--- src/ilst_pkg.sv ---
// ----------------------------------------------------------------------------
// ilst_pkg: shared types and codes for the indexed list store
// Operation and status codes, field widths and the command that the top
// level broadcasts to every storage cell.
// ----------------------------------------------------------------------------
package ilst_pkg;

  // field widths of the item ports
  localparam int KIND_W   = 2;
  localparam int POS_W    = 8;
  localparam int DATA_W   = 32;
  localparam int STATUS_W = 2;
  localparam int COUNT_W  = 9;

  // width used for position and count compares (covers capacity up to 65535)
  localparam int CMP_W = 16;

  // operation codes
  localparam logic [KIND_W-1:0] KIND_INSERT = 2'd0;
  localparam logic [KIND_W-1:0] KIND_REMOVE = 2'd1;
  localparam logic [KIND_W-1:0] KIND_READ   = 2'd2;

  // status codes
  localparam logic [STATUS_W-1:0] ST_OK    = 2'd0;
  localparam logic [STATUS_W-1:0] ST_RANGE = 2'd1;
  localparam logic [STATUS_W-1:0] ST_FULL  = 2'd2;

  // command broadcast to the cell row
  typedef struct packed {
    logic             ins;
    logic             rem;
    logic [CMP_W-1:0] pos;
  } ilst_cmd_t;

endpackage

--- src/ilst_cell.sv ---
// ----------------------------------------------------------------------------
// ilst_cell: one storage slot of the list
// Holds one entry, shifts from its left neighbor on insert and from its
// right neighbor on remove, and drives its entry on the read tap when
// addressed.
// ----------------------------------------------------------------------------
module ilst_cell #(
  parameter int VALUE_WIDTH = 32,
  parameter int INDEX       = 0
) (
  input  logic                      clk,
  input  ilst_pkg::ilst_cmd_t       cmd,
  input  logic [VALUE_WIDTH-1:0]    value_in,
  input  logic [VALUE_WIDTH-1:0]    left,
  input  logic [VALUE_WIDTH-1:0]    right,
  output logic [VALUE_WIDTH-1:0]    value,
  output logic [VALUE_WIDTH-1:0]    tap
);
  import ilst_pkg::*;

  localparam logic [CMP_W-1:0] IDX = CMP_W'(INDEX);

  logic hit;
  logic above;

  // where this slot sits relative to the addressed position
  assign hit   = (cmd.pos == IDX);
  assign above = (IDX > cmd.pos);

  // entry storage with shift in either direction
  always_ff @(posedge clk) begin
    if (cmd.ins) begin
      if (hit) begin
        value <= value_in;
      end else if (above) begin
        value <= left;
      end
    end else if (cmd.rem) begin
      if (hit || above) begin
        value <= right;
      end
    end
  end

  // read tap, zero unless addressed
  assign tap = hit ? value : '0;

endmodule

--- config.mk ---
export PLATFORM = sky130hd
export DESIGN_NAME = ilst_cell
export DESIGN_NICKNAME = d
export VERILOG_FILES = /design/src/ilst_pkg.sv /design/src/ilst_cell.sv
export SDC_FILE = /design/constraint.sdc
export NUM_CORES = 1
export LEC_CHECK = 0
export ABC_AREA = 1
export BUFFER_PORTS_ARGS = -buffer_cell sky130_fd_sc_hd__buf_4
export CORE_MARGIN = 2
export CORE_UTILIZATION = 40
export CTS_CLUSTER_DIAMETER = 150
export DETAILED_ROUTE_END_ITERATION = 6
export HOLD_SLACK_MARGIN = 0.05
export PLACE_DENSITY = 0.77
export SYNTH_ARGS = -nofsm -noshare
export SYNTH_HDL_FRONTEND = slang
export SYNTH_SLANG_ARGS = --single-unit
--- constraint.sdc ---
create_clock -name clk -period 3.4 [get_ports clk]
set_input_delay 0.51 -clock clk [delete_from_list [all_inputs] [get_ports clk]]
set_output_delay 0.51 -clock clk [all_outputs]
set_load 0.02 [all_outputs]
==> results of run 1 <==
[worst max path at each step]
stage             from        end  slack [ns]  depth (start not counted)
5_1_grt         cmd[7]    tap[15]        0.72                          8
2_1_floorplan  cmd[13]   value[0]        0.48                          6
4_1_cts         cmd[1]    tap[19]        0.89                          8
6_report        cmd[1]    tap[27]        0.90                          8
3_5_place_dp    cmd[1]  value[17]        0.88                          6
3_3_place_gp    cmd[3]  value[16]        0.92                          6
[worst max-delay path: cells and delay by family]
| family | cells | cell delay (ns) |
|---|---|---|
| buffers and inverters | 3 | 0.66 |
| and+or+nand+nor | 5 | 0.79 |
[area by class of cell]
class / count / area (µm²) / share of cell area
Timing Repair Buffer: 181 / 1360 / 0.361
Sequential cell: 32 / 961 / 0.255
Multi-Input combinational cell: 209 / 880 / 0.234
Inverter: 97 / 364 / 0.0968
Tap cell: 72 / 90.1 / 0.0240
Clock buffer: 6 / 72.6 / 0.0193
Clock inverter: 2 / 35.0 / 0.00931
[logic make-up after synthesis]
family                 synth area share
flip-flops                        0.417
AND/OR/NAND/NOR                   0.378
buffers and inverters             0.205
[report_power, final]
part	switching (mW)	total, mW	internal (mW)
Combinational	0.0649	0.173	0.108
Clock	0.138	0.355	0.217
Sequential	0.00000488	0.437	0.437
[cell usage in the layout, fill, tap and decap left out, drive strengths merged]
| cell type | synthesis | final |
|---|---|---|
| buf | 14 | 181 |
| edfxtp | 32 | 32 |
| nand3 | 64 | 64 |
| bufinv | 0 | 1 |
| nor2 | 44 | 44 |
| inv | 97 | 97 |
| clkbuf | 6 | 6 |
| nand2 | 101 | 101 |
| clkinv | 0 | 1 |
[metrics by stage]
step	instance area [µm²]	total power, mW
floorplan	2300	0.508
global placement	3650	0.616
detailed placement	3650	0.619
CTS	3760	0.970
global route	3760	1.01
finish	3760	0.965
[layer usage]
layer | GRT usage | wire (µm) | up-vias
li1 | - | - | 1388
met4 | 0.100 | 240 | 0
met2 | 0.384 | 3560 | 131
met3 | 0.0509 | 588 | 21
met1 | 0.260 | 2810 | 1189
met5 | 0 | 0 | -
==> results_dict.tcl, run 1 <==
set metrics [dict create \
    post-synth-top-count-cell "nand2_1" \
    diodes 0 \
    synth_cell_types 10 \
    gp_congestion 0.914 \
    peakVddDrop_mv 0.187 \
    synthArstFlopShare 0 \
    cp_max_fo 34 \
    syn_to_final_growth_pct 63.3 \
    synth_edf_count 32 \
    hold_end "value[13]" \
    cts_max_level 2 \
    crit_top_cell "buf_4" \
    portBuffers 178 \
    num_rows 27 \
    largest_reg_flops 32 \
    ys_ff_latch 32 \
    final_antenna_net_count 0 \
    yosysWarningCount 0 \
    cp-start-kind "input pin" \
    synthFlopType "edfxtp_1" \
    setup_tns_ns 0 \
    grt_remaining_overflow 0 \
    drt_iter0_drc 94 \
    via_per_inst 4.56 \
    postSynthCellCount 358 \
    critical_path_class "in -> out" \
    nets 641 \
    cts.path.max_buffers 2 \
    max_stage_delay_ns 0.40 \
    num_vias 2729 \
    end_kind "output pin" \
    maxSlewHeadroom 0.350 \
    cts-root-buf "clkbuf_8" \
    arrival_ns 1.99 \
    synthTopCellsByArea "edfxtp_1 42%, nand2_1 16%, inv_1 16%" \
    first_global_vias 2484 \
    cap_violations 0 \
    critPathSlowestCell "buf_4" \
    worst_slack_ns 0.900 \
    grt_pass1_wl_mm 11.0 \
    cts_buffers 5 \
    power_leakage_nw 2.27 \
    track_usage 0.222 \
    p_per_area_nw_per_um2 257 \
    routed_wl_mm 7.19 \
    synth.avg_cell_area_um2 6.43 \
    rsz0062_at_grt "no" \
    yosysSeqAreaShare 0.417 \
    hold_class "in -> reg" \
    postLayoutCoreUtil 0.679 \
    hpwl_mm 5.40 \
    cts_tree "built" \
    dp_cells 591 \
    dieArea_um2 6380 \
    clock-sinks 32 \
    tightest_slew_ns 0.973 \
    post_cts_resized 0 \
    place_ws_ns 0.877 \
    holdPathStages 3 \
    start_util 0.416 \
    drc 0 \
    synth_top_cell_area_share 0.417 \
    cts.clk_slew.worst_paths_ns 0.07 \
    synth_area_leader_cell "edfxtp_1" \
    grt_max_degree 35 \
    finalCriticalPeriod_ns 2.50 \
    drive_above_1_share 0.364 \
    min_from "right[13]" \
    die_h_um 79.9 \
    hold_buffers 0 \
    drv_slew 0 \
    post_cts_buffers 0 \
    syn_nets 473 \
    cp_cell_sequence "buf_4 -> nor2_1 -> nand2_1 -> nor2_2 -> nand2_2 -> buf_4 -> nor2_1 -> buf_4" \
    nFillCells 501 \
    outcome "finished, final reports clean" \
    synth_common_cells "101 x nand2_1, 97 x inv_1, 64 x nand3_1" \
    fp.coreArea_um2 5540 \
    dr.pass1.iters 4 \
    registers.top_by_ff_count "value" \
    netlist_area_um2 2300 \
    setup_viol 0 \
    wire_per_inst_um 12.0 \
    finalHoldViolations 0 \
    holdWs_ns 0.499 \
    crit_required_ns 2.89 \
    die_w_um 79.9 \
    io_pins 179 \
    period_share 0.735 \
    antenna_found_initial 0 \
    largestRegisters "value: 32 flops" \
    final_cells 599 \
    max_freq_ghz 0.400 \
]
(Power assumes the default switching activity.)
==> inputs of run 2 (changes only) <==
--- a/config.mk
+++ b/config.mk
@@ -8,11 +8,11 @@
 export ABC_AREA = 1
 export BUFFER_PORTS_ARGS = -buffer_cell sky130_fd_sc_hd__buf_4
 export CORE_MARGIN = 2
-export CORE_UTILIZATION = 40
+export CORE_UTILIZATION = 36
 export CTS_CLUSTER_DIAMETER = 150
 export DETAILED_ROUTE_END_ITERATION = 6
 export HOLD_SLACK_MARGIN = 0.05
-export PLACE_DENSITY = 0.77
+export PLACE_DENSITY = 0.73
 export SYNTH_ARGS = -nofsm -noshare
 export SYNTH_HDL_FRONTEND = slang
 export SYNTH_SLANG_ARGS = --single-unit
==> constraint.sdc (replaced) <==
create_clock -name clk -period 2.16 [get_ports clk]
set_input_delay 0.324 -clock clk [delete_from_list [all_inputs] [get_ports clk]]
set_output_delay 0.324 -clock clk [all_outputs]
set_load 0.02 [all_outputs]
==> run 2 against run 1 <==
  * Die area up 11%
  * Setup slack worse by 0.46 ns
  * Worst hold slack worse by 0.18 ns
  * Sequential power up 57%
  * Global-route usage down 1.9 points
  * Clock-buffer cell count down 1
  * Clock power up 54%
  * First-iteration DRC count down 19%
  * Sequential cell count unchanged
  * Via count down 1.1%
  * Combinational power up 58%
  * Wire length down 0.56%
  * Largest cell class unchanged
==> results_dict.tcl, run 2 (synthesis results as in run 1) <==
set metrics [dict create \
    dr.pass1.iters 4 \
    track_usage 0.203 \
    cap_violations 0 \
    critical_path_class "in -> out" \
    place_ws_ns 0.403 \
    fp.coreArea_um2 6280 \
    cts.path.max_buffers 2 \
    tightest_slew_ns 1.01 \
    hold_class "in -> reg" \
    portBuffers 178 \
    crit_required_ns 1.84 \
    io_pins 179 \
    cp_cell_sequence "buf_4 -> nor2_1 -> nand2_1 -> nor2_2 -> nand2_2 -> buf_12 -> nor2_1 -> buf_4" \
    clkPwrFrac 0.363 \
    routed_wl_mm 7.15 \
    cts.clk_slew.worst_paths_ns 0.07 \
    final_cell_mix "182 x buf_4, 100 x nand2_1, 97 x inv_1, 64 x nand3_1, 41 x nor2_1" \
    min_from "right[6]" \
    hold_end "value[6]" \
    worst_slack_ns 0.439 \
    finalHoldViolations 0 \
    rsz0062_at_grt "no" \
    max_freq_ghz 0.581 \
    num_rows 29 \
    switchingPower_mw 0.314 \
    end_kind "output pin" \
    post_cts_buffers 0 \
    arrival_ns 1.40 \
    p_int_mw 1.19 \
    finalCriticalPeriod_ns 1.72 \
    cp_top_family "simple AND/OR/NAND/NOR gates" \
    cp_max_fo 24 \
    drv_slew 0 \
    cts_tree "built" \
    largest_reg_flops 32 \
    startpoint "cmd[1]" \
    power_leakage_nw 2.30 \
    antenna_found_initial 0 \
    drt_iter0_drc 76 \
    p_per_area_nw_per_um2 395 \
    via_per_inst 4.44 \
    maxSlewHeadroom 0.323 \
    max_stage_delay_ns 0.22 \
    peakVddDrop_mv 0.226 \
    pwr-share-seq 0.456 \
    cts_buffers 5 \
    clock-sinks 32 \
    hold_buffers 0 \
    cts_max_level 2 \
    first_global_vias 2564 \
    cp-start-kind "input pin" \
    drc 0 \
    holdPathStages 3 \
    grt_pass1_wl_mm 11.6 \
    grt_max_degree 36 \
    gp_congestion 0.825 \
    outcome "finished, final reports clean" \
    grt_remaining_overflow 0 \
    drive_above_1_share 0.366 \
    nets 644 \
    hpwl_mm 5.49 \
    setup_viol 0 \
    critPathSlowestCell "buf_12" \
    path_buf_inv 3 \
    dieArea_um2 7050 \
    die_w_um 84.0 \
    wire_per_inst_um 11.8 \
    post_cts_resized 0 \
    switching_share 0.209 \
    largestRegisters "value: 32 flops" \
    diodes 0 \
    die_h_um 84.0 \
    final_antenna_net_count 0 \
    start_util 0.367 \
    layout_commonest_cell "buf_4" \
    registers.top_by_ff_count "value" \
    setup_tns_ns 0 \
    period_share 0.797 \
    p_comb_frac 0.181 \
    cts-root-buf "clkbuf_8" \
    syn_to_final_growth_pct 65.6 \
    num_vias 2698 \
]
==> run 2: cell count changes in the layout (fill, tap and decap cells not counted), sizes merged <==
cell / before / now
buf: 181 / 184
clkbuf: 6 / 5
clkinv: 1 / 2
==> run 2: layer usage <==
metal | global-route usage | share of wire | wire length [µm]
met1 | 0.240 | 0.40 | 2880
met2 | 0.359 | 0.49 | 3530
met3 | 0.0425 | 0.074 | 531
met4 | 0.0806 | 0.029 | 210
met5 | 0 | 0 | 0
==> run 2: layout make-up <==
class,instances,area [µm²]
multi-input cells,209,880
inverters,97,364
clock buffers,5,68.8
clock inverters,3,37.5
fillers,601,2460
repair buffers,184,1410
well taps,77,96.3
flip-flops and latches,32,961
==> run 2: how the worst max path moves through the flow <==
| stage | endpoint | slack, ns | depth (start not counted) |
|---|---|---|---|
| after floorplan | value[0] | 0.29 | 6 |
| after global placement | value[1] | 0.40 | 4 |
| after detailed placement | value[18] | 0.40 | 4 |
| after CTS | tap[17] | 0.42 | 8 |
| after global routing | tap[17] | 0.23 | 8 |
| final | tap[17] | 0.44 | 8 |
==> run 2: per-stage QoR <==
| step | cells | instance area (µm²) | hold WS [ns] | total power [mW] | utilization |
|---|---|---|---|---|---|
| after floorplan | 358 | 2310 | 0.510 | 0.800 | - |
| after global placement | 599 | 3710 | 0.595 | 0.971 | 0.591 |
| after detailed placement | 599 | 3710 | 0.598 | 0.976 | 0.591 |
| after CTS | 607 | 3810 | 0.308 | 1.52 | 0.608 |
| after global routing | 607 | 3810 | 0.312 | 1.59 | 0.608 |
| final | 607 | 3810 | 0.315 | 1.51 | 0.608 |
==> run 2: tightest hold or removal path, delay by kind of cell <==
family,cells,cell delay [ns]
buffers and inverters,1,0.08
AND/OR/NAND/NOR,2,0.09
==> run 2: power groups by stage <==
| stage | Clock (mW) | Sequential [mW] | Combinational (mW) |
|---|---|---|---|
| finish | 0.547 | 0.688 | 0.273 |
| detailed placement | 0 | 0.701 | 0.274 |
| global route | 0.588 | 0.687 | 0.310 |
| floorplan | 0 | 0.701 | 0.0984 |
| CTS | 0.557 | 0.688 | 0.275 |
| global placement | 0 | 0.701 | 0.270 |
